===== src/design/iec_pkg.sv =====
// ----------------------------------------------------------------------------
// iec_pkg
// Types, codes and constants of the input event coalescer
// ----------------------------------------------------------------------------
package iec_pkg;

  // default number of tracked devices
  localparam int DEVICES_DEF = 8;

  // raw event types
  localparam logic [15:0] TYPE_SYNC = 16'h0000;
  localparam logic [15:0] TYPE_KEY  = 16'h0001;
  localparam logic [15:0] TYPE_REL  = 16'h0002;

  // relative axis codes
  localparam logic [15:0] AXIS_X     = 16'h0000;
  localparam logic [15:0] AXIS_Y     = 16'h0001;
  localparam logic [15:0] AXIS_WHEEL = 16'h0008;

  // sync kind
  localparam logic [15:0] SYNC_REPORT = 16'h0000;

  // left, right and middle button codes
  localparam logic [15:0] BTN_FIRST = 16'h0110;
  localparam logic [15:0] BTN_LAST  = 16'h0112;

  // timestamp scaling
  localparam logic [19:0] USEC_PER_SEC = 20'd1000000;
  localparam logic [9:0]  USEC_PER_MS  = 10'd1000;
  // floor(u / 1000) == (u * MS_RECIP) >> MS_SHIFT for every 20-bit u
  localparam logic [20:0] MS_RECIP     = 21'd1073742;
  localparam int          MS_SHIFT     = 30;
  localparam int          MS_Q_W       = 11;

  // field widths
  localparam int DEV_W   = 3;
  localparam int TYPE_W  = 16;
  localparam int CODE_W  = 16;
  localparam int VAL_W   = 32;
  localparam int SEC_W   = 32;
  localparam int USUB_W  = 20;
  localparam int USEC_W  = 52;
  localparam int MS_W    = 42;
  localparam int MASK_W  = 8;

  // stream payload widths
  localparam int IN_FIELDS_W  = DEV_W + CODE_W + VAL_W + SEC_W + USUB_W;
  localparam int IN_TDATA_W   = ((IN_FIELDS_W + 7) / 8) * 8;
  localparam int IN_PAD_W     = IN_TDATA_W - IN_FIELDS_W;
  localparam int OUT_FIELDS_W = DEV_W + CODE_W + 1 + 3 * VAL_W + USEC_W + MS_W;
  localparam int OUT_TDATA_W  = ((OUT_FIELDS_W + 7) / 8) * 8;
  localparam int OUT_PAD_W    = OUT_TDATA_W - OUT_FIELDS_W;

  // result kinds
  typedef enum logic [1:0] {
    KIND_KEY    = 2'd0,
    KIND_BUTTON = 2'd1,
    KIND_MOTION = 2'd2,
    KIND_WHEEL  = 2'd3
  } kind_t;

  // one raw input event
  typedef struct packed {
    logic [DEV_W-1:0]         dev;
    logic [TYPE_W-1:0]        ev_type;
    logic [CODE_W-1:0]        code;
    logic signed [VAL_W-1:0]  value;
    logic [SEC_W-1:0]         sec;
    logic [USUB_W-1:0]        usec_part;
  } item_t;

  // one result event
  typedef struct packed {
    kind_t                    kind;
    logic [DEV_W-1:0]         dev;
    logic [CODE_W-1:0]        code;
    logic                     pressed;
    logic signed [VAL_W-1:0]  dx;
    logic signed [VAL_W-1:0]  dy;
    logic signed [VAL_W-1:0]  wheel;
    logic [USEC_W-1:0]        usec;
    logic [MS_W-1:0]          ms;
    logic                     last;
  } res_t;

  // results produced by one raw event
  typedef struct packed {
    logic [1:0] cnt;
    res_t       first;
    res_t       second;
  } core_out_t;

  // signed add that clamps to the 32-bit range
  function automatic logic signed [VAL_W-1:0] sat_add(
    input logic signed [VAL_W-1:0] a,
    input logic signed [VAL_W-1:0] b
  );
    logic signed [VAL_W:0] s;
    s = {a[VAL_W-1], a} + {b[VAL_W-1], b};
    if (s[VAL_W] != s[VAL_W-1]) begin
      return s[VAL_W] ? {1'b1, {(VAL_W-1){1'b0}}} : {1'b0, {(VAL_W-1){1'b1}}};
    end
    return s[VAL_W-1:0];
  endfunction

endpackage


===== src/design/input_event_coalescer.sv =====
// ----------------------------------------------------------------------------
// input_event_coalescer
// Turns raw device events into key, button, motion and wheel events
//
//   channel  direction  payload                                   handshake
//   in_      slave      tdata: device, code, value, sec, usec     tvalid/tready
//                       tuser: event type
//   out_     master     tdata: device, code, pressed, dx, dy,     tvalid/tready
//                              wheel, stamp_usec, stamp_ms
//                       tuser: event kind, tlast: final result
//   cfg_     write      pointer-capable mask                      wr_en
//
// One raw event a cycle while the output is ready; each event passes through
// the input register and then the result slot registers. A sync report with
// both motion and wheel pending gives two results and holds the input
// register while the second one drains through the output register. Reset
// (rst_n low, synchronous) clears all accumulators, button bits, the mask and
// both registers' valid state. A stalled output keeps its result and the
// input register still takes one more event behind it.
// ----------------------------------------------------------------------------
module input_event_coalescer #(
  parameter int DEVICES = iec_pkg::DEVICES_DEF
) (
  input  logic                            clk,
  input  logic                            rst_n,
  // input events
  input  logic                            in_tvalid,
  output logic                            in_tready,
  // device, event_code, event_value, time_sec, time_usec_part
  input  logic [iec_pkg::IN_TDATA_W-1:0]  in_tdata,
  // event_type
  input  logic [iec_pkg::TYPE_W-1:0]      in_tuser,
  // result events
  output logic                            out_tvalid,
  input  logic                            out_tready,
  // source_device, key_or_button, pressed, delta_x, delta_y, wheel_amount,
  // stamp_usec, stamp_ms
  output logic [iec_pkg::OUT_TDATA_W-1:0] out_tdata,
  // event_kind
  output logic [1:0]                      out_tuser,
  output logic                            out_tlast,
  // configuration
  input  logic                            cfg_wr_en,
  input  logic [iec_pkg::MASK_W-1:0]      cfg_wr_data
);

  logic                  in_vld_r, in_vld_nxt;
  iec_pkg::item_t        item_r, item_in;
  iec_pkg::res_t         slot0_r, slot0_nxt;
  iec_pkg::res_t         slot1_r, slot1_nxt;
  logic [1:0]            cnt_r, cnt_nxt;
  logic                  out_fire;
  logic                  in_fire;
  logic [1:0]            remaining;
  logic                  take;
  iec_pkg::core_out_t    core_res;

  // unpack the input payload
  always_comb begin
    item_in           = '0;
    item_in.dev       = in_tdata[0 +: iec_pkg::DEV_W];
    item_in.code      = in_tdata[iec_pkg::DEV_W +: iec_pkg::CODE_W];
    item_in.value     = in_tdata[iec_pkg::DEV_W + iec_pkg::CODE_W +: iec_pkg::VAL_W];
    item_in.sec       = in_tdata[iec_pkg::DEV_W + iec_pkg::CODE_W + iec_pkg::VAL_W
                                 +: iec_pkg::SEC_W];
    item_in.usec_part = in_tdata[iec_pkg::DEV_W + iec_pkg::CODE_W + iec_pkg::VAL_W
                                 + iec_pkg::SEC_W +: iec_pkg::USUB_W];
    item_in.ev_type   = in_tuser;
  end

  // decode and device state
  iec_core #(
    .DEVICES (DEVICES)
  ) u_core (
    .clk         (clk),
    .rst_n       (rst_n),
    .cfg_wr_en   (cfg_wr_en),
    .cfg_wr_data (cfg_wr_data),
    .item_i      (item_r),
    .take_i      (take),
    .core_o      (core_res)
  );

  // handshake and flow control
  assign out_tvalid = (cnt_r != 2'd0);
  assign out_fire   = out_tvalid && out_tready;
  assign remaining  = cnt_r - 2'(out_fire);
  assign take       = in_vld_r && (remaining == 2'd0);
  assign in_tready  = !in_vld_r || take;
  assign in_fire    = in_tvalid && in_tready;

  // next input valid and result slots
  always_comb begin
    in_vld_nxt = in_fire ? 1'b1 : (take ? 1'b0 : in_vld_r);
    slot0_nxt  = slot0_r;
    slot1_nxt  = slot1_r;
    cnt_nxt    = cnt_r;
    if (take) begin
      slot0_nxt = core_res.first;
      slot1_nxt = core_res.second;
      cnt_nxt   = core_res.cnt;
    end else if (out_fire) begin
      slot0_nxt = slot1_r;
      cnt_nxt   = cnt_r - 2'd1;
    end
  end

  // control registers
  always_ff @(posedge clk) begin
    if (!rst_n) begin
      in_vld_r <= 1'b0;
      cnt_r    <= 2'd0;
    end else begin
      in_vld_r <= in_vld_nxt;
      cnt_r    <= cnt_nxt;
    end
  end

  // payload registers
  always_ff @(posedge clk) begin
    if (in_fire) begin
      item_r <= item_in;
    end
    slot0_r <= slot0_nxt;
    slot1_r <= slot1_nxt;
  end

  // pack the result payload
  assign out_tdata = {{iec_pkg::OUT_PAD_W{1'b0}}, slot0_r.ms, slot0_r.usec, slot0_r.wheel,
                      slot0_r.dy, slot0_r.dx, slot0_r.pressed, slot0_r.code, slot0_r.dev};
  assign out_tuser = slot0_r.kind;
  assign out_tlast = slot0_r.last;

endmodule


===== src/design/iec_stamp.sv =====
// ----------------------------------------------------------------------------
// iec_stamp
// Converts the seconds and microseconds timestamp to microseconds and
// milliseconds
// ----------------------------------------------------------------------------
module iec_stamp (
  input  logic [iec_pkg::SEC_W-1:0]  sec_i,
  input  logic [iec_pkg::USUB_W-1:0] usec_part_i,
  output logic [iec_pkg::USEC_W-1:0] stamp_usec_o,
  output logic [iec_pkg::MS_W-1:0]   stamp_ms_o
);

  localparam int PROD_W = iec_pkg::USUB_W + 21;

  logic [PROD_W-1:0]           ms_prod;
  logic [iec_pkg::MS_Q_W-1:0]  ms_part;

  // seconds scaled to microseconds plus the sub-second part
  assign stamp_usec_o = iec_pkg::USEC_W'(sec_i) * iec_pkg::USEC_W'(iec_pkg::USEC_PER_SEC)
                      + iec_pkg::USEC_W'(usec_part_i);

  // sub-second part over 1000 by reciprocal multiply
  assign ms_prod = PROD_W'(usec_part_i) * PROD_W'(iec_pkg::MS_RECIP);
  assign ms_part = ms_prod[iec_pkg::MS_SHIFT +: iec_pkg::MS_Q_W];

  // whole seconds are an exact multiple of a millisecond
  assign stamp_ms_o = iec_pkg::MS_W'(sec_i) * iec_pkg::MS_W'(iec_pkg::USEC_PER_MS)
                    + iec_pkg::MS_W'(ms_part);

endmodule


===== src/design/iec_core.sv =====
// ----------------------------------------------------------------------------
// iec_core
// Per-device accumulators and button state, and the decode that turns one
// raw event into up to two result events
// ----------------------------------------------------------------------------
module iec_core #(
  parameter int DEVICES = iec_pkg::DEVICES_DEF
) (
  input  logic                       clk,
  input  logic                       rst_n,
  input  logic                       cfg_wr_en,
  input  logic [iec_pkg::MASK_W-1:0] cfg_wr_data,
  input  iec_pkg::item_t             item_i,
  input  logic                       take_i,
  output iec_pkg::core_out_t         core_o
);

  localparam int IDX_W = (DEVICES > 1) ? $clog2(DEVICES) : 1;

  logic signed [iec_pkg::VAL_W-1:0] pend_x_r [DEVICES];
  logic signed [iec_pkg::VAL_W-1:0] pend_y_r [DEVICES];
  logic signed [iec_pkg::VAL_W-1:0] pend_w_r [DEVICES];
  logic [2:0]                       btn_r    [DEVICES];
  logic [iec_pkg::MASK_W-1:0]       mask_r;

  logic [IDX_W-1:0]                 dev_idx;
  logic                             in_range;
  logic signed [iec_pkg::VAL_W-1:0] cur_x, cur_y, cur_w;
  logic [2:0]                       cur_btn;
  logic signed [iec_pkg::VAL_W-1:0] px_nxt, py_nxt, pw_nxt;
  logic [2:0]                       btn_nxt;
  logic                             pressed;
  logic [1:0]                       btn_idx;
  logic [2:0]                       btn_bit;
  logic [2:0]                       btn_want;
  logic                             is_btn;
  logic signed [iec_pkg::VAL_W-1:0] acc_sel;
  logic signed [iec_pkg::VAL_W-1:0] acc_sum;
  logic                             has_motion;
  logic                             has_wheel;
  logic [1:0]                       cnt;
  logic [iec_pkg::USEC_W-1:0]       stamp_usec;
  logic [iec_pkg::MS_W-1:0]         stamp_ms;
  iec_pkg::res_t                    base, res_a, res_b;

  // timestamp conversion
  iec_stamp u_stamp (
    .sec_i        (item_i.sec),
    .usec_part_i  (item_i.usec_part),
    .stamp_usec_o (stamp_usec),
    .stamp_ms_o   (stamp_ms)
  );

  assign dev_idx  = IDX_W'(item_i.dev);
  assign in_range = 32'(item_i.dev) < 32'(DEVICES);

  // event decode and next device state
  always_comb begin
    cur_x   = pend_x_r[dev_idx];
    cur_y   = pend_y_r[dev_idx];
    cur_w   = pend_w_r[dev_idx];
    cur_btn = btn_r[dev_idx];
    px_nxt  = cur_x;
    py_nxt  = cur_y;
    pw_nxt  = cur_w;
    btn_nxt = cur_btn;

    base      = '0;
    base.dev  = item_i.dev;
    base.usec = stamp_usec;
    base.ms   = stamp_ms;
    res_a     = base;
    res_b     = base;
    cnt       = 2'd0;

    pressed  = (item_i.value != '0);
    btn_idx  = 2'(item_i.code - iec_pkg::BTN_FIRST);
    btn_bit  = 3'b001 << btn_idx;
    btn_want = pressed ? btn_bit : 3'b000;
    is_btn   = mask_r[item_i.dev] && (item_i.code >= iec_pkg::BTN_FIRST)
             && (item_i.code <= iec_pkg::BTN_LAST);

    // one shared saturating adder for the addressed axis
    acc_sel = (item_i.code == iec_pkg::AXIS_X) ? cur_x :
              (item_i.code == iec_pkg::AXIS_Y) ? cur_y : cur_w;
    acc_sum = iec_pkg::sat_add(acc_sel, item_i.value);

    has_motion = (cur_x != '0) || (cur_y != '0);
    has_wheel  = (cur_w != '0);

    if (in_range) begin
      case (item_i.ev_type)
        iec_pkg::TYPE_KEY: begin
          if (is_btn) begin
            // button reported only on a change of its stored bit
            if ((cur_btn & btn_bit) != btn_want) begin
              btn_nxt       = (cur_btn & ~btn_bit) | btn_want;
              res_a.kind    = iec_pkg::KIND_BUTTON;
              res_a.code    = item_i.code;
              res_a.pressed = pressed;
              cnt           = 2'd1;
            end
          end else begin
            res_a.kind    = iec_pkg::KIND_KEY;
            res_a.code    = item_i.code;
            res_a.pressed = pressed;
            cnt           = 2'd1;
          end
        end
        iec_pkg::TYPE_REL: begin
          case (item_i.code)
            iec_pkg::AXIS_X:     px_nxt = acc_sum;
            iec_pkg::AXIS_Y:     py_nxt = acc_sum;
            iec_pkg::AXIS_WHEEL: pw_nxt = acc_sum;
            default: ;
          endcase
        end
        iec_pkg::TYPE_SYNC: begin
          if (item_i.code == iec_pkg::SYNC_REPORT) begin
            // motion first, then the wheel
            if (has_motion) begin
              res_a.kind = iec_pkg::KIND_MOTION;
              res_a.dx   = cur_x;
              res_a.dy   = cur_y;
              px_nxt     = '0;
              py_nxt     = '0;
            end
            if (has_wheel) begin
              pw_nxt = '0;
              if (has_motion) begin
                res_b.kind  = iec_pkg::KIND_WHEEL;
                res_b.wheel = cur_w;
              end else begin
                res_a.kind  = iec_pkg::KIND_WHEEL;
                res_a.wheel = cur_w;
              end
            end
            cnt = 2'(has_motion) + 2'(has_wheel);
          end
        end
        default: ;
      endcase
    end

    // mark the final result of this event
    res_a.last = (cnt == 2'd1);
    res_b.last = (cnt == 2'd2);

    core_o.cnt    = cnt;
    core_o.first  = res_a;
    core_o.second = res_b;
  end

  // device state and pointer mask
  always_ff @(posedge clk) begin
    if (!rst_n) begin
      for (int i = 0; i < DEVICES; i++) begin
        pend_x_r[i] <= '0;
        pend_y_r[i] <= '0;
        pend_w_r[i] <= '0;
        btn_r[i]    <= '0;
      end
      mask_r <= '0;
    end else begin
      if (cfg_wr_en) begin
        mask_r <= cfg_wr_data;
      end
      if (take_i && in_range) begin
        pend_x_r[dev_idx] <= px_nxt;
        pend_y_r[dev_idx] <= py_nxt;
        pend_w_r[dev_idx] <= pw_nxt;
        btn_r[dev_idx]    <= btn_nxt;
      end
    end
  end

endmodule


===== config.mk =====
export PLATFORM = sky130hd
export DESIGN_NAME = input_event_coalescer
export DESIGN_NICKNAME = d
export VERILOG_FILES = /design/src/design/iec_pkg.sv /design/src/design/input_event_coalescer.sv /design/src/design/iec_stamp.sv /design/src/design/iec_core.sv
export SDC_FILE = /design/constraint.sdc
export NUM_CORES = 2
export LEC_CHECK = 0
export BUFFER_PORTS_ARGS = -buffer_cell sky130_fd_sc_hd__buf_2
export CORE_MARGIN = 5
export CORE_UTILIZATION = 39
export CTS_CLUSTER_DIAMETER = 40
export CTS_CLUSTER_SIZE = 30
export DETAILED_ROUTE_END_ITERATION = 8
export PLACE_DENSITY_LB_ADDON = 0.12
export SYNTH_ARGS = -nofsm -noshare
export SYNTH_HDL_FRONTEND = slang
export SYNTH_SLANG_ARGS = --single-unit

===== constraint.sdc =====
create_clock -name clk -period 9.3 [get_ports clk]
set_input_delay 0.465 -clock clk [delete_from_list [all_inputs] [get_ports clk]]
set_output_delay 0.465 -clock clk [all_outputs]
set_load 0.01 [all_outputs]

**Word-level counts from Yosys, hierarchy flattened**

Memory sizes are Yosys's and may differ from the RTL's. A register that Yosys moved wholly into a read port is not among the register bits.
Index checks and enable logic that the tools add are counted.

- Bits in registers: 475
- Bits in writable memories: 792
- Bits of input ports: 133
- Output and inout port bits: 221
- Word-level logic and storage cells: 148
- Memories kept: 4

- Add/sub/neg operators: 7
- Multipliers: 3
- Order comparisons: 3
- Eq/ne operators: 8
- Shifts and indexed selects: 1
- Multiplexer cells: 69
- Bitwise logic cells: 4
- Reductions and logical operators: 24

Memories:

| memory | depth | width | read ports | clocked after Yosys merged registers in | write ports | RTL line | RTL |
|---|---|---|---|---|---|---|---|
| u_core.pend_w_r | 8 | 32 | 1 | 1 | 8 | iec_core.sv:22 | `logic signed [iec_pkg::VAL_W-1:0] pend_w_r [DEVICES];` |
| u_core.pend_x_r | 8 | 32 | 1 | 1 | 8 | iec_core.sv:20 | `logic signed [iec_pkg::VAL_W-1:0] pend_x_r [DEVICES];` |
| u_core.pend_y_r | 8 | 32 | 1 | 1 | 8 | iec_core.sv:21 | `logic signed [iec_pkg::VAL_W-1:0] pend_y_r [DEVICES];` |
| u_core.btn_r | 8 | 3 | 1 | 1 | 8 | iec_core.sv:23 | `logic [2:0] btn_r [DEVICES];` |

Operator list:

| kind | number |
|---|---|
| 32-bit 2-to-1 mux | 19 |
| 213-bit 2-to-1 mux | 2 |
| 96-bit 2-to-1 mux | 2 |
| 32-bit case mux with 2 select lines | 3 |
| 32-bit nonzero test | 4 |
| 32-bit OR reduction | 3 |
| 64-bit 2-to-1 mux | 1 |
| 52-bit by 20-bit adder with 52-bit output | 1 |
| 17-bit 2-to-1 mux | 3 |
| 32-bit by 14-bit multiplier with 46-bit output, second input constant | 1 |
| 42-bit by 11-bit adder with 42-bit output | 1 |
| 20-bit by 20-bit multiplier with 40-bit output, second input constant | 1 |
| 32-bit by 7-bit multiplier with 39-bit output, second input constant | 1 |
| 3-bit 2-to-1 mux | 13 |
| 32-bit by 32-bit adder with 33-bit output | 1 |
| 16-bit by 1-bit equality test with 1-bit output, second input constant | 2 |
| 16-bit zero test | 2 |
| 16-bit by 2-bit equality test with 1-bit output, second input constant | 1 |
| 16-bit by 4-bit equality test with 1-bit output, second input constant | 1 |
| 16-bit by 9-bit greater-or-equal comparator with 1-bit output, second input constant | 1 |
| 16-bit by 9-bit less-or-equal comparator with 1-bit output, second input constant | 1 |
| 2-bit 2-to-1 mux | 8 |
| 1-bit 2-to-1 mux | 15 |
| 2-bit case mux with 2 select lines | 2 |
| 21 further kinds | 30 |

**Longest topological paths before layout**

- Depth in word-level cells: 10
- Gate-level depth with buffers: 37
- Gate-level depth less buffers: 36

**Modules after synthesis**

From an unflattened synthesis, not the netlist that was laid out.

- Cell total of the unflattened synthesis: 6720
- Area, all modules: 82103.7 µm²

Modules (own cells, without submodules):

| module | instances | cells each | area an instance (µm²) | sequential area each (µm²) |
|---|---|---|---|---|
| iec_core | 1 | 3714 | 42828.6 | 23943.0 |
| input_event_coalescer | 1 | 814 | 19836.5 | 16425.8 |
| iec_stamp | 1 | 2192 | 19438.6 | 0.0 |

**Least setup slack after synthesis**

No wires, ideal clock.

- Path type: register to register
- From: register item_r[2] (netlist bit)
- To: register slot0_r, in the netlist out_tdata[209] (data pin)
- Library setup time: 0.260 ns
- Arrival time: 7.815 ns
- Data required time: 9.040 ns
- Setup slack: 1.225 ns
- Stages on the path, launching flop included: 36
- Path buffers: 1
- Period minus slack after synthesis: 8.075 ns
- Cell sequence: edfxtp_1 -> ha_1 -> ha_1 -> inv_1 -> fa_1 -> fa_1 -> inv_1 -> fa_1 -> fa_1 -> inv_1 -> fa_1 -> inv_1 -> ha_1 -> o2111ai_1 -> nor2_1 -> o31ai_1 -> a41oi_1 -> nor4_1 -> nor3_1 -> a21o_1 -> a211oi_1 -> nor2_1 -> ha_1 -> fa_1 -> a21oi_1 -> nor2b_1 -> o31a_1 -> o21ai_0 -> nand3b_1 -> nor4_4 -> nand4_2 -> or3_1 -> buf_2 -> nor4b_4 -> xnor2_1 -> mux2_2

RTL lines:

| what | RTL line | RTL |
|---|---|---|
| start: declaration | input_event_coalescer.sv:48 | `iec_pkg::item_t item_r, item_in;` |
| start signal: assignment | input_event_coalescer.sv:122 | `item_r <= item_in;` |
| end signal: assignment | input_event_coalescer.sv:124 | `slot0_r <= slot0_nxt;` |
| end: declaration | input_event_coalescer.sv:49 | `iec_pkg::res_t slot0_r, slot0_nxt;` |

==> flow_summary.json <==
{
  "p_sw_share_pct": 44.3,
  "hold_path_class": "in -> reg",
  "yosys.area.top_type": "edfxtp_1",
  "crit_path_top_delay_cell": "or4_4",
  "antenna_left": 0,
  "reg2reg_slack_ps": 500,
  "root_buffer": "clkbuf_16",
  "fp.dieW_um": 444,
  "drt_iter0_drc": 4382,
  "tritoncts": "built",
  "post_route_cells_drive_above_1_share_pct": 18.7,
  "endpoint_kind": "register",
  "clk_latency_ps": 860,
  "synthCells": 5979,
  "worstMarginPinSlew_ps": 1220,
  "avgSynthCellArea_um2": 12.3,
  "ys.flop_type": "edfxtp_1",
  "fillers": 17200,
  "fin_util_pct": 47.0,
  "outcome": "finished clean",
  "synth-seq-cells": 1269,
  "ctsHtreeMaxLevel": 4,
  "start_util_pct": 39.2,
  "ys_warn_count": 0,
  "clock_sinks": 1269,
  "instances_no_fill": 9302,
  "synth_cell_types": 91,
  "yosys.area.top_type_share_pct": 51.2,
  "synth_async_sr_flop_share_pct": 0,
  "setup-violations-final": 0,
  "switchingPower_mw": 15.3,
  "dr.pass1.iters": 5,
  "internal_power_mw": 19.3,
  "drv_cap": 0,
  "maxSlewViolCount": 0,
  "max_stage_delay_ps": 650,
  "vias": 50400,
  "synth-edff-count": 1255,
  "ir_drop_mv": 0.487,
  "gp_congestion": 0.912,
  "final_cell_mix": "1255 x edfxtp_1, 1058 x nor2_1, 541 x inv_1",
  "startpoint": "item_r[9]",
  "io_buffers": 346,
  "worstSetupPathType": "reg -> reg",
  "final_common_cell": "edfxtp_1",
  "grt_antenna_before_repair": 11,
  "p_leak_nw": 35.7,
  "nets": 7517,
  "comb_power_share_pct": 53.7,
  "startpoint_type": "register",
  "r2r-end": "out_tdata[206]",
  "clock_skew_ps": 80.2,
  "finalCritPeriodShare_pct": 94.6,
  "finalHoldViolations": 0,
  "routed_wirelength_mm": 240,
  "ioPinCount": 354,
  "clock.fmax_ghz": 0.114,
  "yosysSeqAreaShare_pct": 51.6,
  "grtUsageTotal_pct": 24.1,
  "dieHeight_um": 444,
  "dpl.hpwl_mm": 168,
  "min_period_ps": 8800,
  "grt_pass1_wl_mm": 351,
  "crit_fanout": 7,
  "clkPwrFrac_pct": 23.7,
  "fp-row-count": 159,
  "grt.overflow.total": 0,
  "clk_path_buf_depth": 3,
  "fp.dieArea_um2": 197000,
  "endpoint": "out_tdata[206]",
  "seqPwrFrac_pct": 22.6,
  "synth_area_um2": 73600,
  "grt_max_degree": 78,
  "worstRegToRegCells": 36,
  "ys_top_cells_by_area": "edfxtp_1 51%, fa_1 8.4%, ha_1 7.7%, mux4_2 6.1%, nor2_1 5.4%",
  "critPathArrivalTime_ps": 9360,
  "clkTransAtPathRegs_ps": 60,
  "core_um2": 188000,
  "vias_per_cell": 5.41,
  "areaGrowthSynthToFinish_pct": 19.9,
  "rr_startpoint": "item_r[9]",
  "drc": 0,
  "place_inst": 8773,
  "cts_made_buffers": 206,
  "relSlewSlack_pct": 18.0,
  "wl_per_cell_um": 25.8,
  "crit_required_ps": 9860,
  "grt_pass1_vias": 51100,
  "power_density_nw_per_um2": 392
}
[flip-flops by register name (all words and copies together), names as in the netlist, 2 cells and up, named ones only]
signal	count
u_core.mask_r	8
u_core.pend_y_r	256
item_r	119
out_tuser	2
u_core.pend_w_r	256
cnt_r	2
u_core.btn_r	24
slot1_r	131
u_core.pend_x_r	256
out_tdata	210
[final cells by class]
type,count,area (µm²),share of cell area [%]
Sequential cell,1269,38000,43.1
Multi-Input combinational cell,3911,32800,37.2
Clock buffer,224,5280,5.98
Timing Repair Buffer,688,4710,5.34
Tap cell,2495,3120,3.54
Clock inverter,167,2270,2.58
Inverter,547,2070,2.34
Antenna cell,1,2.50,0.00284
[critical path, delay by kind of cell (launching register included)]
kind | cells | cell delay [ps]
muxes | 1 | 290
buffers and inverters | 8 | 760
xor gates and xnor gates | 2 | 210
and+or+nand+nor | 8 | 1920
adders and majority gates | 9 | 3340
DFF | 1 | 600
AOI/OAI and AO/OA | 8 | 1370
[per-layer routing]
metal  up-vias  part of all wire [%]  global-route usage, %
met1     25700                    43                   32.7
met4         0                   2.7                   6.61
met2      1658                    49                   40.4
met5         -                     0                      0
li1      22600                     -                      -
met3       354                   6.2                   3.71
[worst min path at each step]
stage,start,endpoint,cells after the start
detailed placement,slot1_r[4],out_tdata[171],2
finish,cfg_wr_en,u_core.mask_r[3],3
global route,cfg_wr_en,u_core.mask_r[3],3
floorplan,item_r[116],slot1_r[208],0
global placement,slot1_r[46],out_tdata[119],2
CTS,cfg_wr_en,u_core.mask_r[3],3
[cells by family after synthesis]
group | Yosys count | synth area share (%)
AOI/OAI and AO/OA | 713 | 6.19
xor gates and xnor gates | 185 | 2.20
adders and majority gates | 761 | 16.1
buffers and inverters | 804 | 4.31
DFF | 1269 | 51.6
muxes | 368 | 8.47
other | 1 | 0.00510
and+or+nand+nor | 1878 | 11.1
[cell usage after synthesis (7+ instances only)]
cell	count
o21ai_0	130
a221o_1	9
a211oi_2	19
o22ai_1	43
o21ai_1	9
dfxtp_1	14
a31oi_1	10
o21a_1	17
and2_1	32
nand4_1	53
nor3_1	49
a22oi_1	7
o21bai_1	20
mux2_2	45
a21boi_0	8
and4_1	9
inv_1	543
buf_2	32
xor2_1	50
fa_1	309
a21oi_1	253
mux2i_1	124
nand2b_1	19
nor2b_1	87
xnor2_1	135
nand3_1	44
a21o_1	72
a2111oi_0	8
nor4_1	52
o31ai_1	13
a211oi_1	21
nand2_1	388
edfxtp_1	1255
buf_4	18
buf_1	27
nor2_1	1062
o211ai_1	15
ha_1	452
or3_1	11
and3_1	30
clkbuf_1	174
mux4_2	199
a211o_1	9
[power by group through the flow]
stage | Clock, mW | Combinational [mW] | Sequential (mW)
final | 8.19 | 18.6 | 7.81
after global placement | 0 | 18.3 | 7.92
after floorplan | 0 | 12.6 | 7.98
after CTS | 8.32 | 18.4 | 7.82
after global routing | 8.59 | 20.5 | 7.87
after detailed placement | 0 | 18.2 | 7.93
[per-stage QoR]
stage               setup TNS (ps)  area, µm²  total power [mW]  worst slack [ps]  hold slack [ps]
floorplan                        0      73600              20.6              1230              424
global placement                 0      79200              26.2               190              499
detailed placement               0      79200              26.2               193              501
CTS                              0      88000              34.6              64.5             25.8
global route                 -6.89      88200              37.0             -4.20             81.4
finish                           0      88200              34.6               502             89.2
[what timing repair did]
item	in CTS	in global routing
hold buffers	128	0
hold endpoints to repair	131	0
buffers inserted	0	9
gates resized for setup	0	23
setup endpoints to repair	0	13
No activity file was read; power rests on OpenSTA's default activity.
